**src/rtl/assert_macros.svh**
```systemverilog
// Assertion macros used by the top-level filter unit to check its own behavior.
`ifndef ASSERT_MACROS_SVH
`define ASSERT_MACROS_SVH

// Same-cycle implication, disabled while reset is high.
`define ASSERT_SAME(label, clk, rst, ante, cons) \
  label: assert property (@(posedge clk) disable iff (rst) (ante) |-> (cons)) \
    else $error("assertion failed: same-cycle implication");

// Next-cycle implication, disabled while reset is high.
`define ASSERT_NEXT(label, clk, rst, ante, cons) \
  label: assert property (@(posedge clk) disable iff (rst) (ante) |=> (cons)) \
    else $error("assertion failed: next-cycle implication");

`endif

```
**src/rtl/ppcf_pkg.sv**
```systemverilog
// Shared constants for the periodic pair cutoff filter.
`default_nettype none

package ppcf_pkg;

  localparam int AXIS_COUNT   = 3;
  localparam int OFFSET_COUNT = 3;
  localparam int IMAGE_COUNT  = 27;
  localparam int IMAGE_BITS   = 5;
  localparam int OFS_BITS     = 2;

  localparam int AXIS_X = 0;
  localparam int AXIS_Y = 1;
  localparam int AXIS_Z = 2;

  // Candidate slot per axis: image offset -1, 0, +1
  localparam int OFFSET_NEG  = 0;
  localparam int OFFSET_ZERO = 1;
  localparam int OFFSET_POS  = 2;

  localparam int REG_INDEX_BITS = 2;
  localparam logic [REG_INDEX_BITS-1:0] REG_BOX_X     = 2'd0;
  localparam logic [REG_INDEX_BITS-1:0] REG_BOX_Y     = 2'd1;
  localparam logic [REG_INDEX_BITS-1:0] REG_BOX_Z     = 2'd2;
  localparam logic [REG_INDEX_BITS-1:0] REG_CUTOFF_SQ = 2'd3;

endpackage

`default_nettype wire

```
**src/rtl/ppcf_if.sv**
```systemverilog
// Request channels of the filter: particle pairs in, image hits out.
`default_nettype none

interface ppcf_pair_if #(
  parameter int INDEX_BITS    = 16,
  parameter int POSITION_BITS = 24
);
  logic                     valid;
  logic                     ready;
  logic [INDEX_BITS-1:0]    first_index;
  logic [INDEX_BITS-1:0]    second_index;
  logic [POSITION_BITS-1:0] first_x;
  logic [POSITION_BITS-1:0] first_y;
  logic [POSITION_BITS-1:0] first_z;
  logic [POSITION_BITS-1:0] second_x;
  logic [POSITION_BITS-1:0] second_y;
  logic [POSITION_BITS-1:0] second_z;

  modport source (
    output valid, first_index, second_index,
    output first_x, first_y, first_z, second_x, second_y, second_z,
    input  ready
  );
  modport sink (
    input  valid, first_index, second_index,
    input  first_x, first_y, first_z, second_x, second_y, second_z,
    output ready
  );
endinterface


`default_nettype wire

```
**src/rtl/ppcf_sep_stage.sv**
```systemverilog
// Stage 1: per-axis base separation and the three image candidates.
`default_nettype none

module ppcf_sep_stage #(
  parameter int INDEX_BITS    = 16,
  parameter int POSITION_BITS = 24
) (
  input  wire logic clk,
  input  wire logic rst,
  ppcf_pair_if.sink pairs,
  input  wire logic [POSITION_BITS-1:0] box_x,
  input  wire logic [POSITION_BITS-1:0] box_y,
  input  wire logic [POSITION_BITS-1:0] box_z,
  output logic dn_valid,
  input  wire logic dn_ready,
  output logic [INDEX_BITS-1:0] first_index,
  output logic [INDEX_BITS-1:0] second_index,
  output logic [ppcf_pkg::AXIS_COUNT-1:0][ppcf_pkg::OFFSET_COUNT-1:0][POSITION_BITS+1:0] sep
);

  localparam int SEP_W = POSITION_BITS + 2;

  logic [ppcf_pkg::AXIS_COUNT-1:0][POSITION_BITS-1:0] first_pos;
  logic [ppcf_pkg::AXIS_COUNT-1:0][POSITION_BITS-1:0] second_pos;
  logic [ppcf_pkg::AXIS_COUNT-1:0][POSITION_BITS-1:0] box_len;
  logic [ppcf_pkg::AXIS_COUNT-1:0][ppcf_pkg::OFFSET_COUNT-1:0][SEP_W-1:0] sep_next;
  logic up_ready;

  assign first_pos[ppcf_pkg::AXIS_X]  = pairs.first_x;
  assign first_pos[ppcf_pkg::AXIS_Y]  = pairs.first_y;
  assign first_pos[ppcf_pkg::AXIS_Z]  = pairs.first_z;
  assign second_pos[ppcf_pkg::AXIS_X] = pairs.second_x;
  assign second_pos[ppcf_pkg::AXIS_Y] = pairs.second_y;
  assign second_pos[ppcf_pkg::AXIS_Z] = pairs.second_z;
  assign box_len[ppcf_pkg::AXIS_X]    = box_x;
  assign box_len[ppcf_pkg::AXIS_Y]    = box_y;
  assign box_len[ppcf_pkg::AXIS_Z]    = box_z;

  // Two's complement modulo 2^SEP_W; every value fits exactly.
  always_comb begin
    logic [SEP_W-1:0] base;
    for (int a = 0; a < ppcf_pkg::AXIS_COUNT; a++) begin
      base = SEP_W'(first_pos[a]) - SEP_W'(second_pos[a]);
      sep_next[a][ppcf_pkg::OFFSET_NEG]  = base + SEP_W'(box_len[a]);
      sep_next[a][ppcf_pkg::OFFSET_ZERO] = base;
      sep_next[a][ppcf_pkg::OFFSET_POS]  = base - SEP_W'(box_len[a]);
    end
  end

  assign up_ready    = !dn_valid || dn_ready;
  assign pairs.ready = up_ready;

  always_ff @(posedge clk) begin
    if (rst) begin
      dn_valid <= 1'b0;
    end else if (up_ready) begin
      dn_valid <= pairs.valid;
    end
  end

  always_ff @(posedge clk) begin
    if (up_ready && pairs.valid) begin
      first_index  <= pairs.first_index;
      second_index <= pairs.second_index;
      sep          <= sep_next;
    end
  end

endmodule

`default_nettype wire

```
**src/flat_wrapper.sv**
```systemverilog
// flat-port wrapper written by rule: the top's interface ports become plain ports
module ppcf_sep_stage_flat 
#(
  parameter int INDEX_BITS    = 16,
  parameter int POSITION_BITS = 24
)
  (clk, rst, box_x, box_y, box_z, dn_valid, dn_ready, first_index, second_index, sep, pairs_valid, pairs_first_index, pairs_second_index, pairs_first_x, pairs_first_y, pairs_first_z, pairs_second_x, pairs_second_y, pairs_second_z, pairs_ready);
  ppcf_pair_if #(.INDEX_BITS(INDEX_BITS), .POSITION_BITS(POSITION_BITS)) pairs_i ();
  input  wire logic clk;
  input  wire logic rst;
  input  wire logic [POSITION_BITS-1:0] box_x;
  input  wire logic [POSITION_BITS-1:0] box_y;
  input  wire logic [POSITION_BITS-1:0] box_z;
  output logic dn_valid;
  input  wire logic dn_ready;
  output logic [INDEX_BITS-1:0] first_index;
  output logic [INDEX_BITS-1:0] second_index;
  output logic [ppcf_pkg::AXIS_COUNT-1:0][ppcf_pkg::OFFSET_COUNT-1:0][POSITION_BITS+1:0] sep;
  input wire logic [$bits(pairs_i.valid)-1:0] pairs_valid;
  input wire logic [$bits(pairs_i.first_index)-1:0] pairs_first_index;
  input wire logic [$bits(pairs_i.second_index)-1:0] pairs_second_index;
  input wire logic [$bits(pairs_i.first_x)-1:0] pairs_first_x;
  input wire logic [$bits(pairs_i.first_y)-1:0] pairs_first_y;
  input wire logic [$bits(pairs_i.first_z)-1:0] pairs_first_z;
  input wire logic [$bits(pairs_i.second_x)-1:0] pairs_second_x;
  input wire logic [$bits(pairs_i.second_y)-1:0] pairs_second_y;
  input wire logic [$bits(pairs_i.second_z)-1:0] pairs_second_z;
  output wire logic [$bits(pairs_i.ready)-1:0] pairs_ready;
  assign pairs_i.valid = pairs_valid;
  assign pairs_i.first_index = pairs_first_index;
  assign pairs_i.second_index = pairs_second_index;
  assign pairs_i.first_x = pairs_first_x;
  assign pairs_i.first_y = pairs_first_y;
  assign pairs_i.first_z = pairs_first_z;
  assign pairs_i.second_x = pairs_second_x;
  assign pairs_i.second_y = pairs_second_y;
  assign pairs_i.second_z = pairs_second_z;
  assign pairs_ready = pairs_i.ready;
  ppcf_sep_stage #(.INDEX_BITS(INDEX_BITS), .POSITION_BITS(POSITION_BITS)) u_core (.clk(clk), .rst(rst), .pairs(pairs_i), .box_x(box_x), .box_y(box_y), .box_z(box_z), .dn_valid(dn_valid), .dn_ready(dn_ready), .first_index(first_index), .second_index(second_index), .sep(sep));
endmodule
```
**config.mk**
```make
export PLATFORM = sky130hd
export DESIGN_NAME = ppcf_sep_stage_flat
export DESIGN_NICKNAME = d
export VERILOG_FILES = /design/src/rtl/assert_macros.svh /design/src/rtl/ppcf_pkg.sv /design/src/rtl/ppcf_if.sv /design/src/rtl/ppcf_sep_stage.sv /design/src/flat_wrapper.sv
export SDC_FILE = /design/constraint.sdc
export NUM_CORES = 1
export LEC_CHECK = 0
export BUFFER_PORTS_ARGS = -buffer_cell sky130_fd_sc_hd__buf_4
export CAP_MARGIN = 10
export CELL_PAD_IN_SITES_DETAIL_PLACEMENT = 1
export CELL_PAD_IN_SITES_GLOBAL_PLACEMENT = 1
export CORE_MARGIN = 8
export CORE_UTILIZATION = 35
export DETAILED_ROUTE_END_ITERATION = 8
export GPL_TIMING_DRIVEN = 0
export PLACE_DENSITY_LB_ADDON = 0.1
export SYNTH_ARGS = -nofsm -noshare
export SYNTH_HDL_FRONTEND = slang
export SYNTH_SLANG_ARGS = --single-unit
```
**constraint.sdc**
```tcl
create_clock -name clk -period 12.9 [get_ports clk]
set_input_delay 3.225 -clock clk [delete_from_list [all_inputs] [get_ports clk]]
set_output_delay 3.225 -clock clk [all_outputs]
set_load 0.005 [all_outputs]
```
After elaboration in Yosys (flattened, before gate mapping) --
Cells that the tools add are included.
Storage, ports and cells: logic and storage cells 24, bits of input ports 252, register bits after elaboration 267
Operators by class: reduce and logical (&&, ||, !) cells 3, add/sub/neg operators 9
Operators by type and width (count):
- 26-bit by 24-bit adder with 26-bit output | 3
- 26-bit by 24-bit subtractor with 26-bit output | 3
- 24-bit by 24-bit subtractor with 25-bit output | 3
- 1-bit logical AND | 1
- 1-bit logical NOT | 1
- 1-bit logical OR | 1

Depth between registers and ports, before layout --
word-level depth 3, gate-level depth with buffers 22, depth with buffers taken out 22

Worst setup path after synthesis --
No wires, ideal clock.
kind input -> register, start in dn_ready, end reg u_core.first_index[0] (enable), data arrival time 9301 ps, stages 2, setup time 655 ps, path slack 2945 ps, cell sequence nand2b_1 -> and2_1
On the way: word-level cells in the longest chain between the ends 2
Ends and longest elaborated chain:
- from (decl) | RTL line flat_wrapper.sv:15 | input wire logic dn_ready;
- 1-bit logical OR | RTL line ppcf_sep_stage.sv:50 | assign up_ready = !dn_valid || dn_ready;
- 1-bit logical AND | RTL line ppcf_sep_stage.sv:62 | if (up_ready && pairs.valid) begin
- to (signal assigned) | RTL line ppcf_sep_stage.sv:63 | first_index <= pairs.first_index;
- to (decl) | RTL line ppcf_sep_stage.sv:16 | output logic [INDEX_BITS-1:0] first_index,
Every way passes these cells. A chain may end at the register's enable or synchronous reset.

==> impl_metrics.yaml <==
synthesis:
  synth_edf_count: 260
  ys_async_sr_fraction_pct: 0
  ys_ff_latch: 261
  synth_nets: 2289
  syn_avg_cell_area_sq_um: 10.2
  synth_ff_type: "edfxtp_1"
  ys_types: 88
  syn_area_sq_um: 18600
  postSynthCellCount: 1812
  yosysWarnings: 0
  synth-seq-area-share_pct: 42.2
timing:
  grt_setup_unrepaired: "no"
  finClkSkew_ns: 0.0141
  period_needed_ns: 8.53
  tightest_slew_ns: 0.862
  drv_slew: 0
  worst_slack_ns: 4.37
  finalHoldViolations: 0
  setup_viol: 0
  fmax_ghz: 0.117
  fin_tns_setup_ns: 0
  slew_headroom_pct: 41.0
  post-route-period-util_pct: 66.2
power_and_ir_drop:
  clock_power_share_pct: 24.1
  p_sw_share_pct: 35.0
  pwr-share-comb_pct: 42.7
  leakagePower_nw: 11.0
  pwr-share-seq_pct: 33.2
  power-per-cell-area_nw_per_um2: 155
  p_int_mw: 2.47
  vdd_ir_drop_max_v: 0.0000709
  power.switching_mw: 1.33
place:
  hpwl_microns: 52600
  port_buffers: 519
  globalplace.congestion: 0.883
  place_ws_ns: 3.89
layout:
  nFillCells: 5864
  layout-drive-gt1-share_pct: 26.4
  nets: 2849
  fin_util_pct: 46.6
  multiInputGateArea_sq_um: 9620
  seqCellArea_sq_um: 7830
  syn2layout_area_growth_pct: 31.9
worst_hold_path:
  min_path_type: "reg2reg"
  min-delay-start: "u_core.dn_valid"
die:
  coreArea_sq_um: 52600
  die_h_microns: 246
  num_rows: 84
  start_util_pct: 35.3
  die_w_microns: 246
  io_pins: 520
  die_area_sq_um: 60700
clocking:
  h-tree-depth: 2
  insertion_delay_ns: 0.54
  path_clk_slew_ns: 0.05
  cts_tree: "yes"
  cts_setup_buffers: 0
  ctsRootBufferMaster: "clkbuf_16"
  cts.path.max_buffers: 3
  cts_resized: 0
  clock_sinks: 261
  cts_inserted_buffers: 35
  cts_hold_buf: 0
setup_path:
  worstSetupPathType: "in2reg"
  critPathMaxStageDelay_ns: 0.75
  cp.required_ns: 13.16
  rrSetupSlack_ns: 10.70
  rr_startpoint: "u_core.dn_valid"
  cp_top_family: "compound AO/OA/AOI/OAI gates"
  crit_path_cell_trace: "buf_4, inv_1, ha_1, nor2b_1, o211a_1, a2111oi_0, o21ai_0, a21o_1, a21oi_1, o21bai_1, a21oi_1, xnor2_1, ha_1, or4_1, or4_1, a31oi_1, o41ai_2, o31ai_4, or4_1, nand4_1"
  cp_num_buf_inv: 2
  startpoint_type: "input port"
  cpMostUsedCell: "or4_1"
  worst_setup_path_end_kind: "register"
  crit_arrival_ns: 8.80
  worstPathMaxFanout: 6
  cp-startpoint: "pairs_second_z[1]"
  cp_slowest_cell: "a2111oi_0"
drt:
  vias: 15500
  viasPerCell: 5.01
  drtPass1Iterations: 5
  ant_nets: 0
  drt_iter0_markers: 589
  drt-total-wl_microns: 62500
  drc: 0
  wl_per_cell_microns: 20.2
run_status:
  status: "completed"
grt:
  grt_pass1_wl_microns: 93700
  first_global_vias: 16900
  grt_max_degree: 67
  grt_overflow: 0
  antenna_found_initial: 14
  grt_usage_pct: 19.7
flow_run:
  maxCapViolCount: 0
cells by family after synthesis:
family	share of synthesized area, %
AOI/OAI and AO/OA	17.5
and+or+nand+nor	9.77
buffers and inverters	6.04
DFF	42.2
adders and majority gates	15.5
xor gates and xnor gates	8.91
muxes	0.0539
sequential cells by signal, indices dropped and copies added (netlist names):
signal and cells:
u_core.sep 228, u_core.first_index 16, u_core.second_index 16, u_core.dn_valid 1
path summary, 6_finish.rpt:
path / to / depth (start not counted)
max: u_core.sep[179] / 20
max reg2reg: u_core.sep[209] / 4
min reg2reg: u_core.dn_valid / 2
min: u_core.dn_valid / 2
through the flow:
stage	cells	power [mW]	hold WS (ns)	area (sq um)
6_report	3089	3.79	0.575	24500
5_1_grt	3085	4.03	0.602	24500
4_1_cts	3082	3.85	0.572	24500
3_5_place_dp	3023	2.91	0.549	23400
3_3_place_gp	3019	2.88	0.506	23300
2_1_floorplan	1812	2.24	0.522	18600
cell usage after synthesis (20+ instances only):
library cell / number / area [sq um]
a21o_1: 38 / 285
nor2b_1: 27 / 169
o21ai_0: 63 / 315
a21oi_1: 174 / 871
xor2_1: 47 / 412
o21bai_1: 42 / 315
edfxtp_1: 260 / 7810
nand2_1: 53 / 199
nand2b_1: 34 / 213
nand3_1: 20 / 100
nor2_1: 141 / 529
nor3_1: 39 / 195
xnor2_1: 142 / 1240
inv_1: 245 / 920
ha_1: 216 / 2700
worst reg2reg max path: stages, from the launching register on:
cell	delay, ns
dfxtp_1	0.31
nand2b_1	0.12
and2_4	0.69
buf_16	0.38
buf_12	0.34
power groups by stage:
stage	combinational, mW	clock (mW)	sequential (mW)
3_5_place_dp	1.63	0	1.28
4_1_cts	1.64	0.944	1.26
6_report	1.62	0.914	1.26
2_1_floorplan	0.943	0	1.30
3_3_place_gp	1.59	0	1.29
5_1_grt	1.79	0.968	1.28
cell type report:
class,instances,share of cell area [%]
plain buffers,37,0.782
repair buffers,523,16.3
multi-input cells,1266,39.3
flip-flops and latches,261,32.0
inverters,248,3.80
clock inverters,19,0.603
well taps,688,3.51
diodes,7,0.0715
clock buffers,40,3.65
per-layer routing:
layer / vias to the layer above / track usage, % / part of all wire (%)
met3: 99 / 6.30 / 7.1
met1: 7484 / 21.3 / 39
met2: 324 / 36.2 / 51
li1: 7563 / - / -
met5: - / 0 / 0.12
met4: 12 / 5.68 / 2.6
cell usage in the layout, fill, tap and decap left out, drive strengths merged, types with 5 or more instances in the layout:
master / n
nand4: 6
or4: 5
o31ai: 16
a221oi: 6
buf: 544
ha: 216
o31a: 8
a21oi: 182
nand2: 53
nor4: 8
fa: 9
o22ai: 5
a211o: 6
or3: 9
and3: 6
clkinv: 13
diode: 7
a21o: 38
a31oi: 14
o21a: 18
edfxtp: 260
o21bai: 42
inv: 251
nor3: 39
or2: 6
and2: 6
nor2: 141
nor2b: 27
nand3: 20
o21ai: 65
nand2b: 35
clkbuf: 56
o41ai: 6
xor2: 47
a211oi: 13
xnor2: 142
a221o: 6
o211ai: 12
Note: power is estimated with default switching activity, not from simulation.
