## config.mk

```make
export PLATFORM = sky130hd
export DESIGN_NAME = ppcf_serializer_flat
export DESIGN_NICKNAME = d
export VERILOG_FILES = /design/src/rtl/assert_macros.svh /design/src/rtl/ppcf_pkg.sv /design/src/rtl/ppcf_if.sv /design/src/rtl/ppcf_serializer.sv /design/src/flat_wrapper.sv
export SDC_FILE = /design/constraint.sdc
export NUM_CORES = 1
export LEC_CHECK = 0
export ABC_AREA = 1
export BUFFER_PORTS_ARGS = -buffer_cell sky130_fd_sc_hd__buf_4
export CORE_ASPECT_RATIO = 0.5
export CORE_MARGIN = 2
export CORE_UTILIZATION = 25
export DETAILED_ROUTE_END_ITERATION = 12
export GPL_TIMING_DRIVEN = 1
export PLACE_DENSITY = 0.55
export SLEW_MARGIN = 20
export SYNTH_ARGS = -nofsm -noshare
export SYNTH_HDL_FRONTEND = slang
export SYNTH_SLANG_ARGS = --single-unit
export TNS_END_PERCENT = 5
```

## constraint.sdc

```tcl
create_clock -name clk -period 13.5 [get_ports clk]
set_input_delay 0.675 -clock clk [delete_from_list [all_inputs] [get_ports clk]]
set_output_delay 0.675 -clock clk [all_outputs]
set_load 0.005 [all_outputs]
```

## src/rtl/assert_macros.svh

```systemverilog
// Assertion macros used by the top-level filter unit to check its own behavior.
`ifndef ASSERT_MACROS_SVH
`define ASSERT_MACROS_SVH

// Same-cycle implication, disabled while reset is high.
`define ASSERT_SAME(label, clk, rst, ante, cons) \
  label: assert property (@(posedge clk) disable iff (rst) (ante) |-> (cons)) \
    else $error("assertion failed: same-cycle implication");

// Next-cycle implication, disabled while reset is high.
`define ASSERT_NEXT(label, clk, rst, ante, cons) \
  label: assert property (@(posedge clk) disable iff (rst) (ante) |=> (cons)) \
    else $error("assertion failed: next-cycle implication");

`endif

```

## src/rtl/ppcf_pkg.sv

```systemverilog
// Shared constants for the periodic pair cutoff filter.
`default_nettype none

package ppcf_pkg;

  localparam int AXIS_COUNT   = 3;
  localparam int OFFSET_COUNT = 3;
  localparam int IMAGE_COUNT  = 27;
  localparam int IMAGE_BITS   = 5;
  localparam int OFS_BITS     = 2;

  localparam int AXIS_X = 0;
  localparam int AXIS_Y = 1;
  localparam int AXIS_Z = 2;

  // Candidate slot per axis: image offset -1, 0, +1
  localparam int OFFSET_NEG  = 0;
  localparam int OFFSET_ZERO = 1;
  localparam int OFFSET_POS  = 2;

  localparam int REG_INDEX_BITS = 2;
  localparam logic [REG_INDEX_BITS-1:0] REG_BOX_X     = 2'd0;
  localparam logic [REG_INDEX_BITS-1:0] REG_BOX_Y     = 2'd1;
  localparam logic [REG_INDEX_BITS-1:0] REG_BOX_Z     = 2'd2;
  localparam logic [REG_INDEX_BITS-1:0] REG_CUTOFF_SQ = 2'd3;

endpackage

`default_nettype wire

```

## src/rtl/ppcf_if.sv

```systemverilog
// Request channels of the filter: particle pairs in, image hits out.
`default_nettype none


interface ppcf_hit_if #(
  parameter int INDEX_BITS    = 16,
  parameter int POSITION_BITS = 24
);
  logic                                 valid;
  logic                                 ready;
  logic signed [POSITION_BITS+1:0]      sep_x;
  logic signed [POSITION_BITS+1:0]      sep_y;
  logic signed [POSITION_BITS+1:0]      sep_z;
  logic [INDEX_BITS-1:0]                pair_first;
  logic [INDEX_BITS-1:0]                pair_second;
  logic [ppcf_pkg::IMAGE_BITS-1:0]      image_number;
  logic                                 last;

  modport source (
    output valid, sep_x, sep_y, sep_z, pair_first, pair_second, image_number, last,
    input  ready
  );
  modport sink (
    input  valid, sep_x, sep_y, sep_z, pair_first, pair_second, image_number, last,
    output ready
  );
endinterface

`default_nettype wire

```

## src/rtl/ppcf_serializer.sv

```systemverilog
// Stage 4: walk the hit mask lowest image first into the output register.
`default_nettype none

module ppcf_serializer #(
  parameter int INDEX_BITS    = 16,
  parameter int POSITION_BITS = 24
) (
  input  wire logic clk,
  input  wire logic rst,
  input  wire logic up_valid,
  output logic      up_ready,
  input  wire logic [INDEX_BITS-1:0] up_first_index,
  input  wire logic [INDEX_BITS-1:0] up_second_index,
  input  wire logic [ppcf_pkg::AXIS_COUNT-1:0][ppcf_pkg::OFFSET_COUNT-1:0][POSITION_BITS+1:0]
    up_sep,
  input  wire logic [ppcf_pkg::IMAGE_COUNT-1:0] up_hit_mask,
  ppcf_hit_if.source hits
);

  localparam int OC = ppcf_pkg::OFFSET_COUNT;

  logic [ppcf_pkg::IMAGE_COUNT-1:0] mask;
  logic [ppcf_pkg::IMAGE_COUNT-1:0] rest;
  logic [INDEX_BITS-1:0] first_index;
  logic [INDEX_BITS-1:0] second_index;
  logic [ppcf_pkg::AXIS_COUNT-1:0][ppcf_pkg::OFFSET_COUNT-1:0][POSITION_BITS+1:0] sep;
  logic [ppcf_pkg::IMAGE_BITS-1:0] pick;
  logic [ppcf_pkg::AXIS_COUNT-1:0][ppcf_pkg::OFS_BITS-1:0] pick_ofs;
  logic busy;
  logic out_take;
  logic emit;

  // Priority pick: scan high to low so the lowest set image wins.
  always_comb begin
    pick     = '0;
    pick_ofs = '0;
    for (int dx = OC - 1; dx >= 0; dx--) begin
      for (int dy = OC - 1; dy >= 0; dy--) begin
        for (int dz = OC - 1; dz >= 0; dz--) begin
          if (mask[dx*OC*OC + dy*OC + dz]) begin
            pick = ppcf_pkg::IMAGE_BITS'(dx*OC*OC + dy*OC + dz);
            pick_ofs[ppcf_pkg::AXIS_X] = ppcf_pkg::OFS_BITS'(dx);
            pick_ofs[ppcf_pkg::AXIS_Y] = ppcf_pkg::OFS_BITS'(dy);
            pick_ofs[ppcf_pkg::AXIS_Z] = ppcf_pkg::OFS_BITS'(dz);
          end
        end
      end
    end
  end

  assign rest     = mask & (mask - ppcf_pkg::IMAGE_COUNT'(1));
  assign busy     = |mask;
  assign out_take = !hits.valid || hits.ready;
  assign emit     = busy && out_take;
  assign up_ready = !busy || (out_take && (rest == '0));

  always_ff @(posedge clk) begin
    if (rst) begin
      mask <= '0;
    end else if (up_ready) begin
      mask <= up_valid ? up_hit_mask : '0;
    end else if (emit) begin
      mask <= rest;
    end
  end

  always_ff @(posedge clk) begin
    if (up_ready && up_valid) begin
      first_index  <= up_first_index;
      second_index <= up_second_index;
      sep          <= up_sep;
    end
  end

  always_ff @(posedge clk) begin
    if (rst) begin
      hits.valid <= 1'b0;
    end else if (out_take) begin
      hits.valid <= busy;
    end
  end

  always_ff @(posedge clk) begin
    if (emit) begin
      hits.sep_x        <= sep[ppcf_pkg::AXIS_X][pick_ofs[ppcf_pkg::AXIS_X]];
      hits.sep_y        <= sep[ppcf_pkg::AXIS_Y][pick_ofs[ppcf_pkg::AXIS_Y]];
      hits.sep_z        <= sep[ppcf_pkg::AXIS_Z][pick_ofs[ppcf_pkg::AXIS_Z]];
      hits.pair_first   <= first_index;
      hits.pair_second  <= second_index;
      hits.image_number <= pick;
      hits.last         <= (rest == '0);
    end
  end

endmodule

`default_nettype wire

```

## src/flat_wrapper.sv

```systemverilog
// flat-port wrapper written by rule: the top's interface ports become plain ports
module ppcf_serializer_flat 
#(
  parameter int INDEX_BITS    = 16,
  parameter int POSITION_BITS = 24
)
  (clk, rst, up_valid, up_ready, up_first_index, up_second_index, up_sep, up_hit_mask, hits_valid, hits_sep_x, hits_sep_y, hits_sep_z, hits_pair_first, hits_pair_second, hits_image_number, hits_last, hits_ready);
  ppcf_hit_if #(.INDEX_BITS(INDEX_BITS), .POSITION_BITS(POSITION_BITS)) hits_i ();
  input  wire logic clk;
  input  wire logic rst;
  input  wire logic up_valid;
  output logic up_ready;
  input  wire logic [INDEX_BITS-1:0] up_first_index;
  input  wire logic [INDEX_BITS-1:0] up_second_index;
  input  wire logic [ppcf_pkg::AXIS_COUNT-1:0][ppcf_pkg::OFFSET_COUNT-1:0][POSITION_BITS+1:0] up_sep;
  input  wire logic [ppcf_pkg::IMAGE_COUNT-1:0] up_hit_mask;
  output wire logic [$bits(hits_i.valid)-1:0] hits_valid;
  output wire logic [$bits(hits_i.sep_x)-1:0] hits_sep_x;
  output wire logic [$bits(hits_i.sep_y)-1:0] hits_sep_y;
  output wire logic [$bits(hits_i.sep_z)-1:0] hits_sep_z;
  output wire logic [$bits(hits_i.pair_first)-1:0] hits_pair_first;
  output wire logic [$bits(hits_i.pair_second)-1:0] hits_pair_second;
  output wire logic [$bits(hits_i.image_number)-1:0] hits_image_number;
  output wire logic [$bits(hits_i.last)-1:0] hits_last;
  input wire logic [$bits(hits_i.ready)-1:0] hits_ready;
  assign hits_valid = hits_i.valid;
  assign hits_sep_x = hits_i.sep_x;
  assign hits_sep_y = hits_i.sep_y;
  assign hits_sep_z = hits_i.sep_z;
  assign hits_pair_first = hits_i.pair_first;
  assign hits_pair_second = hits_i.pair_second;
  assign hits_image_number = hits_i.image_number;
  assign hits_last = hits_i.last;
  assign hits_i.ready = hits_ready;
  ppcf_serializer #(.INDEX_BITS(INDEX_BITS), .POSITION_BITS(POSITION_BITS)) u_core (.clk(clk), .rst(rst), .up_valid(up_valid), .up_ready(up_ready), .up_first_index(up_first_index), .up_second_index(up_second_index), .up_sep(up_sep), .up_hit_mask(up_hit_mask), .hits(hits_i));
endmodule
```

# After elaboration in Yosys (flattened, before gate mapping)
# Cells that the tools add are included.
# W data, S select, Z words.
# classes
add_sub_neg,1
n_lt_le_gt_ge,3
muxes,62
bitwise,1
n_reduce_logical,14
# ops
operator,n
$mux W6,27
$bmux W26 S2,3
$mux W27,3
$mux W26,3
$mux W5,11
$mux W4,8
$and A27 B27 Y27,1
$logic_not A27 Y1,1
$reduce_or A27 Y1,1
$sub A27 B1 Y27 const B,1
$reduce_or A16 Y1,1
$mux W3,4
$lt A2 B3 Y1 const B,3
$reduce_or A8 Y1,1
$mux W2,2
$reduce_or A4 Y1,1
$logic_and A1 B1 Y1,3
$logic_not A1 Y1,2
$logic_or A1 B1 Y1,2
$reduce_bool A2 Y1,1
$reduce_or A2 Y1,1
$mux W1,1
# totals
reg_bits,410
in_bits,297
out_inout_bits,118
elab_cells,105

# Logic depth before layout (Yosys ltp)
# Gate-level depths: netlist (run 1).
# depth
depth_word,29
mapped_depth,25
mapped_depth_nobuf,25

# Worst setup path before layout (run 1)
# No wires, ideal clock.
# synth_timing
kind,register to register
startpoint,register u_core.mask[21] (netlist bit)
endpoint,register u_core.hits.image_number[0] (enable)
setup_ps,596
arrival_time_ps,5930
required_time_ps,12904
slack_ps,6974
stages_incl_launch_ff,11
n_path_buf,0
period_less_slack_ps,6526
cell_sequence,dfxtp_1 -> nor2_1 -> inv_1 -> nor2_1 -> inv_2 -> nor2_1 -> nand3_1 -> nor2_1 -> nand2_1 -> inv_2 -> nor2_1
# synth_between
elab_chain_cells,2
# synth_lines
element,line_no,source
start: declaration,ppcf_serializer.sv:22,logic [ppcf_pkg::IMAGE_COUNT-1:0] mask;
start signal: assignment,ppcf_serializer.sv:61,mask <= up_valid ? up_hit_mask : '0;
start signal: assignment,ppcf_serializer.sv:63,mask <= rest;
$reduce_or A27 Y1,ppcf_serializer.sv:52,assign busy = |mask;
$logic_and A1 B1 Y1,ppcf_serializer.sv:54,assign emit = busy && out_take;
named net u_core.emit,ppcf_serializer.sv:31,logic emit;
end signal: assignment,ppcf_serializer.sv:90,hits.image_number <= pick;
end: declaration,ppcf_if.sv:20,"output valid, sep_x, sep_y, sep_z, pair_first, pair_second, image_number, last,"
# The timed path passes the listed nets, and every way through them passes these cells.
# A chain may end at the register's enable or synchronous reset.

# Worst setup path in the final report (run 1)
# layout_timing
startpoint,register u_core.mask[3] (netlist bit)
endpoint,register u_core.sep[110] (netlist bit) (enable)
# layout_between
elab_chain_cells,6
word_cells_on_any_way,8
cone_classes,add/sub (1); bitwise (1); reduce/logical (6)
# layout_lines
element,line_no,source
$sub A27 B1 Y27,ppcf_serializer.sv:51,assign rest = mask & (mask - ppcf_pkg::IMAGE_COUNT'(1));
$and A27 B27 Y27,ppcf_serializer.sv:51,
$logic_not A27 Y1,ppcf_serializer.sv:55,assign up_ready = !busy || (out_take && (rest == '0));
$logic_and A1 B1 Y1,ppcf_serializer.sv:55,
$logic_or A1 B1 Y1 (*),ppcf_serializer.sv:55,
$logic_and A1 B1 Y1 (*),ppcf_serializer.sv:68,if (up_ready && up_valid) begin
end signal: assignment,ppcf_serializer.sv:71,sep <= up_sep;
end: declaration,ppcf_serializer.sv:26,logic [ppcf_pkg::AXIS_COUNT-1:0][ppcf_pkg::OFFSET_COUNT-1:0][POSITION_BITS+1:0] sep;
# Every way passes the cells marked *; elsewhere a longest branch is shown, timed or not.

==> metrics.txt, run 1 <==
Crit. End Element register; Post-DRT Antenna Nets 0; kind of critical path reg -> reg; core area between 60000 and 70000 um^2; final clock skew between 10 and 15 ps; WHS Path Cells 1; initial antenna violation count 7; setup violation total in the final timing report 0; Hold Crit Class in -> reg; DR vias just over 10000; footprint of the multi-input gates approximately 2900 um^2; DRT Pass-1 Iters 5; synthesis-stage register bit count between 400 and 500; total grt overflow 0; I/O pins approximately 420; Synth cell types 34; pwr/cell area 173 nW/um^2; yosys warns 0; H-Tree Depth 2; Via density around 4.2; Data arrival, critical path between 5000 and 6000 ps; Worst-Skew Late Latency ~540 ps; Post-Syn Area 15400 um^2; initial detailed-routing violation count approximately 680; Worst Setup Start Kind register; port buffer count about 410; critical path required time approximately 14000 ps; hold_ws between 300 and 400 ps; cts hold-fix bufs 0; Final Wtd Congestion ~0.87; mean area per synthesized cell 13.5 um^2; detailed-route wire length about 45000 um; Total Nets Final around 1900; Sequential Area ~12000 um^2; RSZ-0062 raised after global routing no; # clock sinks 410; vias in the first global route about 10000; status finished, final reports clean; post-detail-place hpwl 31300 um; CTS clk-pin slew, worst paths around 60 ps; maximum root-to-sink buffer count 3; # rows 64; register area share after synthesis 78.1%; area grow syn2layout 34.9%; Mapped Nets between 1000 and 1500; Lkg Pwr between 7 and 8 nW; largest net degree at the start of global routing ~170; share of cells above drive strength 1 33.4%; peak supply drop roughly 0.095 mV; Starting Density between 20% and 30%; Final min period 5030 ps; filler instances roughly 6000; Max-slew headroom 32.5%; Tcrit/Tclk final between 30% and 40%; wire length per cell 18.4 um; reg2reg path depth 13; setup TNS 0 ps; CTS tree built; GRT Total Usage 13.5%; first-pass GRT wire length between 60000 and 70000 um; drt drc 0; post-cts sizing count 0; Die Wd about 360 um; final hold viol count 0; Highest Clock Rate 199 MHz; Slew @ Worst Pin between 1000 and 1500 ps; max-cap violations 0; Synth Instances roughly 1100; maximum fanout along the worst path between 150 and 200; Clock Tree Root clkbuf_16; overall power 3.60 mW; # Post-CTS Setup Buffers 0; die height roughly 180 um; die footprint around 64000 um^2; CTS Buf Count 42; Max Slew Vio Count 0
==> through the flow <==
stage	cell area, um^2	util (%)	worst slack (ps)	std cells
after floorplan	15400	-	6970	1138
after detailed placement	19500	32.0	8370	2346
after CTS	20800	34.0	8360	2423
after global placement	19500	32.0	8450	2346
after global routing	20800	34.1	8010	2430
final	20800	34.1	8470	2430
==> worst max-delay path, stage by stage (launching register included) <==
cell	delay (ps)
dfxtp_1	360
inv_2	80
nand2_1	70
nor2_1	140
nand2_2	140
inv_2	450
nand2_1	210
nor2_4	640
a41oi_1	250
nand3b_1	240
nor3_2	240
nand2_2	130
nor2_8	770
buf_12	720
==> cell families (layout without fill, tap and decap cells) <==
kind of cell           count (synthesis)  after routing  share of synthesized area (%)
other                                  0              7                              0
AND/OR/NAND/NOR                      405            405                           11.7
AO/OA/AOI/OAI                        200            200                           7.15
flip-flops                           410            410                           78.1
buffers and inverters                123            583                           3.11
==> area by class of cell <==
cell class | count | area share (%)
antenna | 7 | 0.0843
clock buffer | 53 | 5.36
clock inverter | 24 | 0.776
inverter | 79 | 1.43
multi-input combinational | 605 | 14.0
sequential | 410 | 57.9
tap | 825 | 4.97
timing repair buffer | 427 | 15.5
==> registers in the layout, summed over array words and instances, names as in the netlist, 5 cells and up <==
register,cells
u_core.first_index,16
u_core.hits.image_number,5
u_core.hits.pair_first,16
u_core.hits.pair_second,16
u_core.hits.sep_x,26
u_core.hits.sep_y,26
u_core.hits.sep_z,26
u_core.mask,27
u_core.second_index,16
u_core.sep,234
==> final timing paths <==
path | end | slack [ps] | startpoint
worst max-delay path | u_core.sep[110]$_DFFE_PP_ | 8470 | u_core.mask[3]$_SDFFE_PP0P_
worst min-delay path | u_core.sep[191]$_DFFE_PP_ | 300 | up_sep[191]
worst max register to register | u_core.sep[110]$_DFFE_PP_ | 8470 | u_core.mask[3]$_SDFFE_PP0P_
worst min register to register | u_core.hits.pair_second[15]$_DFFE_PP_ | 410 | u_core.second_index[15]$_DFFE_PP_
==> per-layer routing <==
layer | global-route usage (%) | routed length, um | up-vias
met5 | 0 | 0 | -
met4 | 5.22 | 1170 | 0
met3 | 1.71 | 1130 | 61
met2 | 27.5 | 26800 | 186
met1 | 13.7 | 15700 | 5128
li1 | - | - | 4942
==> where the power goes <==
part	internal, mW	switching [mW]
registers	1.63	0.0582
logic	0.328	0.483
clock network	0.622	0.474
==> Yosys cell counts <==
cell        n  area, um^2
clkbuf_1   40         150
nor3_1      3        15.0
o21ai_0   112         561
a21boi_0    1        7.51
nor2_2      4        25.0
nor4b_1     1        8.76
o21ai_1     9        45.0
o211ai_1   25         188
edfxtp_1  382       11500
inv_1      70         263
nand3b_1    1        7.51
a41oi_1     1        8.76
nor2_8      1        20.0
clkinv_1    1        3.75
o21a_1      1        7.51
nand4_1     1        6.26
buf_6       2        22.5
or2_2      25         156
o31ai_1     2        15.0
dfxtp_1    28         561
nor3_2      1        10.0
nor2_1    104         390
nor4_4      1        21.3
a31o_2      1        8.76
inv_2       8        30.0
buf_2       2        10.0
nand2_1   168         631
nand2_2     4        25.0
nand3_1    85         425
nor2_4      4        45.0
nor4_1      2        12.5
a211oi_1    1        7.51
a31oi_1    15        93.8
a21oi_1    32         160
==> cells in the final DEF (no fill, tap or decap), types with 4 or more instances in the layout <==
cell type | netlist | layout
a31oi_1 | 15 | 15
nor2_4 | 4 | 5
o211ai_1 | 25 | 25
inv_1 | 70 | 70
edfxtp_1 | 382 | 382
nand2_1 | 168 | 168
o21ai_1 | 9 | 8
clkbuf_16 | 0 | 43
buf_4 | 0 | 426
or2_2 | 25 | 25
nor2_1 | 104 | 103
clkinv_2 | 0 | 8
nand3_1 | 85 | 85
inv_2 | 8 | 8
dfxtp_1 | 28 | 28
clkbuf_1 | 40 | 10
a21oi_1 | 32 | 32
diode_2 | 0 | 7
clkinv_1 | 1 | 13
nand2_2 | 4 | 4
o21ai_0 | 112 | 112
nor2_2 | 4 | 4
No activity file was read; power rests on OpenSTA's default activity.
==> run 2: changes to the inputs <==
==> constraint.sdc (replaced) <==
create_clock -name clk -period 4.9 [get_ports clk]
set_input_delay 0.245 -clock clk [delete_from_list [all_inputs] [get_ports clk]]
set_output_delay 0.245 -clock clk [all_outputs]
set_load 0.005 [all_outputs]
==> run 2 against run 1 <==
Effect of this change:
- count of clock-buffer cells in the layout grew 5
- first-iteration DRC count grew 5.3%
- hold slack lost 84 ps
- sequential cell count is the same
- largest cell class unchanged
==> metrics.txt, run 2 (same netlist as run 1, synthesis figures left out) <==
commonest non-fill, non-tap cells in the layout 432 x buf_4, 382 x edfxtp_1, 295 x dlygate4sd3_1, 167 x nand2_1, 112 x o21ai_0; Post-DRT Antenna Nets 0 (unchanged); die footprint 63800 um^2 (unchanged); Crit Reg-Reg Startpoint u_core.mask[21]$_SDFFE_PP0P_; post-detail-place hpwl 31800 um (+1.5%); final hold viol count 0 (unchanged); R2R setup slack 790 ps (-7680 ps); peak supply drop 0.241 mV (+150%); Worst Setup Start Kind register; vias in the first global route 12200 (+19%); Die Wd 355 um (unchanged); Crit. End Element register; Max-slew headroom 29.7% (-2.9 points); Worst R2R End u_core.mask[0]$_SDFFE_PP0P_; Sequential Area 12000 um^2 (unchanged); core area 61000 um^2 (unchanged); first-pass GRT wire length 71200 um (+9.9%); Worst Hold Launch up_valid; kind of critical path reg -> reg; Hold Crit Class in -> reg; WHS Path Cells 5 (+4); setup violation total in the final timing report 0 (unchanged); initial antenna violation count 8 (+1); Clock Tree Root clkbuf_16; RSZ-0062 raised after global routing no; most common cell after layout, fill and taps aside buf_4; H-Tree Depth 2 (unchanged); share of cells above drive strength 1 28.5% (-4.9 points); DR vias 11600 (+13%); CTS clk-pin slew, worst paths 60 ps (about the same); setup TNS 0 ps (unchanged); initial detailed-routing violation count 720 (+5.3%); CP Launch Point u_core.mask[21]$_SDFFE_PP0P_; maximum fanout along the worst path 39 (-77%); largest net degree at the start of global routing 73 (-58%); overall power 10.2 mW (+180%); Data arrival, critical path 4590 ps (-600 ps); final clock skew 26.8 ps (+14.8 ps); Highest Clock Rate 243 MHz (+22%); total grt overflow 0 (unchanged); area grow syn2layout 54.8%; Worst setup endpoint u_core.mask[0]$_SDFFE_PP0P_; CTS Buf Count 42 (unchanged); die height 180 um (unchanged); # clock sinks 410 (unchanged); port buffer count 414 (unchanged); Final Wtd Congestion 0.898 (+2.9%); Worst-Skew Late Latency 540 ps (about the same); detailed-route wire length 47400 um (+5.8%); Tcrit/Tclk final 84.0% (+47 points); filler instances 5809 (-3.4%); I/O pins 415 (unchanged); reg2reg path depth 19 (+6); GRT Total Usage 14.5% (+0.98 points); wire length per cell 17.3 um (-5.9%); DRT Pass-1 Iters 5 (unchanged); final core occ 39.1% (+5.0 points); drt drc 0 (unchanged); Max Slew Vio Count 0 (unchanged); largest registers u_core.sep x234, u_core.mask x27; Total Nets Final 2165 (+16%); maximum root-to-sink buffer count 3 (unchanged); Lkg Pwr 9.29 nW (+16%); pwr/cell area 428 nW/um^2 (+150%); CTS tree built; Largest Register u_core.sep; Starting Density 25.3% (unchanged); Slew @ Worst Pin 1050 ps (+46.5 ps); footprint of the multi-input gates 2920 um^2 (about the same); # rows 64 (unchanged); Final min period 4110 ps (-917 ps); max reg flops 234 (unchanged); Via density 4.26 (+0.39%); max-cap violations 0 (unchanged); critical path required time 5380 ps (-8280 ps); status finished, final reports clean
## run 2: cell count changes in the layout (fill, tap and decap cells not counted)
cell and delta:
nand2_2 +1, clkbuf_8 +3, clkinv_1 -3, diode_2 +2
clkinv_2 -5, dlygate4sd3_1 +295, inv_6 +1, nand2_1 -1
buf_4 +6, clkbuf_1 +2, buf_12 +2
## run 2: report_power, final
group,total [mW],internal (mW),leakage [nW],switching (mW)
clock,3.04,1.76,0.629,1.28
combinational,2.49,1.08,4.84,1.41
sequential,4.67,4.50,3.82,0.170
## run 2: timing repair
action / in CTS / in global routing
gates resized for setup: 0 / 0
hold endpoints to repair: 294 / 0
setup buffers: 0 / 0
hold buffers: 295 / 0
## run 2: routing by layer
layer	track usage, %	vias to the layer above	part of all wire [%]	wire length (um)
met2	27.7	273	57	26800
met1	15.2	5705	35	16700
met4	7.75	0	5.0	2370
met3	2.10	119	3.2	1500
met5	0	-	0	0
li1	-	5552	-	-
## run 2: critical path, cell delays in order, from the launching register on
cell,delay (ps)
dfxtp_1,340
nor2_1,120
inv_1,70
nor2_1,110
inv_2,60
nor2_1,180
nand3_1,100
buf_4,270
nor2_1,190
nand2_1,90
inv_2,90
nor2_1,50
buf_4,190
inv_2,450
nand2_2,190
nor2_8,300
buf_4,490
nand2_1,90
a21oi_1,130
dlygate4sd3_1,540
## run 2: worst min-delay path by stage
| stage | endpoint | slack [ps] |
|---|---|---|
| final | u_core.mask[19]$_SDFFE_PP0P_ | 220 |
| after global routing | u_core.mask[19]$_SDFFE_PP0P_ | 210 |
| after CTS | u_core.mask[19]$_SDFFE_PP0P_ | 200 |
| after detailed placement | u_core.hits.pair_first[4]$_DFFE_PP_ | 400 |
| after global placement | u_core.hits.pair_first[7]$_DFFE_PP_ | 400 |
| after floorplan | u_core.hits.valid$_SDFFE_PP0P_ | 310 |
## run 2: stage by stage
step | hold WS (ps) | setup slack [ps] | instances | area, um^2
floorplan | 314 | 415 | 1138 | 15400
global route | 209 | 396 | 2733 | 23900
finish | 221 | 786 | 2733 | 23900
CTS | 200 | 763 | 2724 | 23800
global placement | 401 | 1260 | 2354 | 19600
detailed placement | 405 | 1230 | 2354 | 19600
## run 2: final cells by class
type | instances | share of cell area [%]
antenna | 9 | 0.0944
clock inverter | 17 | 0.561
clock buffer | 58 | 4.87
multi-input combinational | 605 | 12.2
timing repair buffer | 730 | 26.2
tap | 825 | 4.33
inverter | 79 | 1.24
sequential | 410 | 50.4
==> run 3: changes to the inputs <==
--- a/config.mk
+++ b/config.mk
@@ -5,7 +5,7 @@
 export SDC_FILE = /design/constraint.sdc
 export NUM_CORES = 1
 export LEC_CHECK = 0
-export ABC_AREA = 1
+export ABC_AREA = 0
 export BUFFER_PORTS_ARGS = -buffer_cell sky130_fd_sc_hd__buf_4
 export CORE_ASPECT_RATIO = 0.5
 export CORE_MARGIN = 2
==> constraint.sdc (replaced) <==
create_clock -name clk -period 4.07 [get_ports clk]
set_input_delay 0.2035 -clock clk [delete_from_list [all_inputs] [get_ports clk]]
set_output_delay 0.2035 -clock clk [all_outputs]
set_load 0.005 [all_outputs]
==> run 3 against run 2 <==
Effect of this change:
- via count decreased by 9.4%
- sequential share of layout area decreased by 0.36 points
- critical path depth decreased by 10
- sequential power increased by 83%
- sequential cell count unchanged
- power increased by 97%
- final cell count decreased by 9.0%
==> metrics.txt, run 3 <==
final core occ 40.2% (+1.1 points); status finished, final reports clean; delay-heaviest family, CP simple AND/OR/NAND/NOR gates; Synth Instances 895 (-21%); CP max stage cell or4_4; Data arrival, critical path 4270 ps (-320 ps); placed insts 2107 (-10%); synthesis-stage register bit count 410 (unchanged); CP Launch Point u_core.mask[9]$_SDFFE_PP0P_; area grow syn2layout 57.5%; Die Wd 353 um (-0.51%); DR vias 10600 (-9.4%); RSZ-0062 raised after global routing no; Post-Syn Area 15300 um^2 (-1.0%); peak supply drop 0.421 mV (+74%); wire length per cell 18.3 um (+5.8%); Crit path depth 9 (-10); top post-synthesis cells by area edfxtp_1 75%, mux2_2 3.8%, dfxtp_1 3.7%; core area 59700 um^2 (-2.1%); Final Instance Area 24000 um^2 (+0.73%); filler instances 5539 (-4.6%); max incr delay on CP 620 ps (+80 ps); GRT Total Usage 13.7% (-0.76 points); die height 179 um (-0.50%); Commonest cells post-synth 382 x edfxtp_1, 80 x nor2_1, 71 x a21oi_1; cell mode on critical path or4_4; Max Slew Vio Count 0 (unchanged); initial antenna violation count 4 (-4); detailed-route wire length 45600 um (-3.7%); die footprint 63100 um^2 (-1.0%); Worst R2R End u_core.mask[18]$_SDFFE_PP0P_; Worst Hold Launch hits_ready; Clock Tree Root clkbuf_16; total grt overflow 0 (unchanged); CTS Buf Count 42 (unchanged); Crit Reg-Reg Startpoint u_core.mask[9]$_SDFFE_PP0P_; Hold Crit Class in -> reg; maximum fanout along the worst path 13 (-67%); Via density 4.24 (-0.47%); EDFF count, synth 382 (unchanged); Final min period 3790 ps (-325 ps); kind of critical path reg -> reg; H-Tree Depth 2 (unchanged); reg2reg path depth 9 (-10); # clock sinks 410 (unchanged); drt drc 0 (unchanged); initial detailed-routing violation count 653 (-9.3%); most common cell after layout, fill and taps aside buf_4; cts hold-fix bufs 300 (+1.7%); # rows 63 (-1.6%); Final Wtd Congestion 0.888 (-1.1%); Tcrit/Tclk final 93.1% (+9.1 points); # Post-CTS Setup Buffers 0 (unchanged); Final Non-Filler Cells 2488 (-9.0%); Yosys top cell area share 75.2% (+0.77 points); Hold EP u_core.hits.valid$_SDFFE_PP0P_; largest registers u_core.sep x234, u_core.mask x27; Largest Register u_core.sep; top cell type by total area after synthesis edfxtp_1; DRT Pass-1 Iters 5 (unchanged); share of cells above drive strength 1 35.8% (+7.3 points); largest net degree at the start of global routing 64 (-12%); yosys warns 0 (unchanged); final hold viol count 0 (unchanged); setup TNS 0 ps (unchanged); WHS Path Cells 3 (-2); Crit path buffers/inverters 2 (-6); post-cts sizing count 0 (unchanged); Synth cell types 59 (+74%); Post-DRT Antenna Nets 0 (unchanged); Total Nets Final 1936 (-11%); maximum root-to-sink buffer count 3 (unchanged); max-cap violations 0 (unchanged); Mapped Nets 1192 (-17%); async set or reset register ratio after synthesis 0% (unchanged); critical path cell sequence or4_4, or4_4, nor4_1, o21ai_1, nor4_4, nor4b_4, buf_4, o2bb2ai_1, dlygate4sd3_1; post-detail-place hpwl 31900 um (+0.15%); Starting Density 25.5% (+0.27 points); overall power 20.1 mW (+97%); Slew @ Worst Pin 1060 ps (+6.09 ps); port buffer count 414 (unchanged); setup violation total in the final timing report 0 (unchanged); Highest Clock Rate 264 MHz (+8.6%); Crit. End Element register; max reg flops 234 (unchanged); final clock skew 19.2 ps (-7.66 ps); Worst-Skew Late Latency 550 ps (about the same); R2R setup slack 280 ps (-500 ps); Max-slew headroom 29.3% (-0.39 points); I/O pins 415 (unchanged); pwr/cell area 836 nW/um^2 (+95%); vias in the first global route 11100 (-9.2%); first-pass GRT wire length 65900 um (-7.5%); Placed Area 19600 um^2 (+0.30%); commonest non-fill, non-tap cells in the layout 442 x buf_4, 382 x edfxtp_1, 300 x dlygate4sd3_1, 78 x nor2_1, 70 x a21oi_1; top_reg_cell synth edfxtp_1; Lkg Pwr 9.45 nW (+1.7%); register area share after synthesis 78.9% (+0.81 points); CTS tree built; critical path required time 4550 ps (-830 ps); Worst Setup Start Kind register; most common cell in the netlist edfxtp_1; mean area per synthesized cell 17.0 um^2 (+26%); CTS clk-pin slew, worst paths 60 ps (about the same)
## run 3: cells by family (layout without fill, tap and decap cells)
logic type      count (synthesis)  after routing  synth area share (%)
fa+ha+maj                       2              2                 0.131
mux                           104            104                  7.25
buf+inv                        57            833                  1.63
simple gates                  165            165                  5.31
other cells                     0              5                     0
flops                         410            410                  78.9
compound gates                157            157                  6.80
## run 3: how the worst max path moves through the flow
stage | end | slack [ps]
after floorplan | u_core.first_index[0]$_DFFE_PP_ | -1540
after global placement | u_core.sep[32]$_DFFE_PP_ | 460
after detailed placement | u_core.sep[32]$_DFFE_PP_ | 450
after CTS | up_ready | 290
after global routing | u_core.mask[18]$_SDFFE_PP0P_ | 50
final | u_core.mask[18]$_SDFFE_PP0P_ | 280
## run 3: worst register-to-register path: cells and delay by family, from the launching register on
family,cells,cell delay (ps)
and+or+nand+nor,5,2220
buffers and inverters,2,790
DFF,1,420
AOI/OAI and AO/OA,2,310
## run 3: layout make-up
cell class	instances	area [um^2]	area share, %
clock buffers	51	1110	4.60
inverters	10	41.3	0.172
well taps	812	1020	4.23
diodes	5	12.5	0.0521
clock inverters	25	268	1.11
multi-input cells	428	3130	13.0
flip-flops and latches	410	12000	50.1
repair buffers	747	6420	26.7
## run 3: where the power goes
group          internal, mW  leakage [nW]  switching (mW)  total [mW]
clock network          2.26         0.660            1.62        3.88
logic                  3.37          4.93            4.29        7.66
registers              7.87          3.85           0.671        8.54
total                  13.5          9.45            6.59        20.1
## run 3: through the flow
stage / hold slack [ps] / setup slack, ps
CTS: 16.3 / 290
global route: 48.3 / 45.8
global placement: 382 / 460
finish: 45.8 / 281
detailed placement: 383 / 446
floorplan: 302 / -1540
## run 3: per-layer routing
layer,GRT usage [%],up-vias,wire length (um)
met3,2.19,90,1420
met5,0,-,0
li1,-,4978,-
met2,27.1,217,26400
met1,14.6,5270,16300
met4,5.35,0,1490
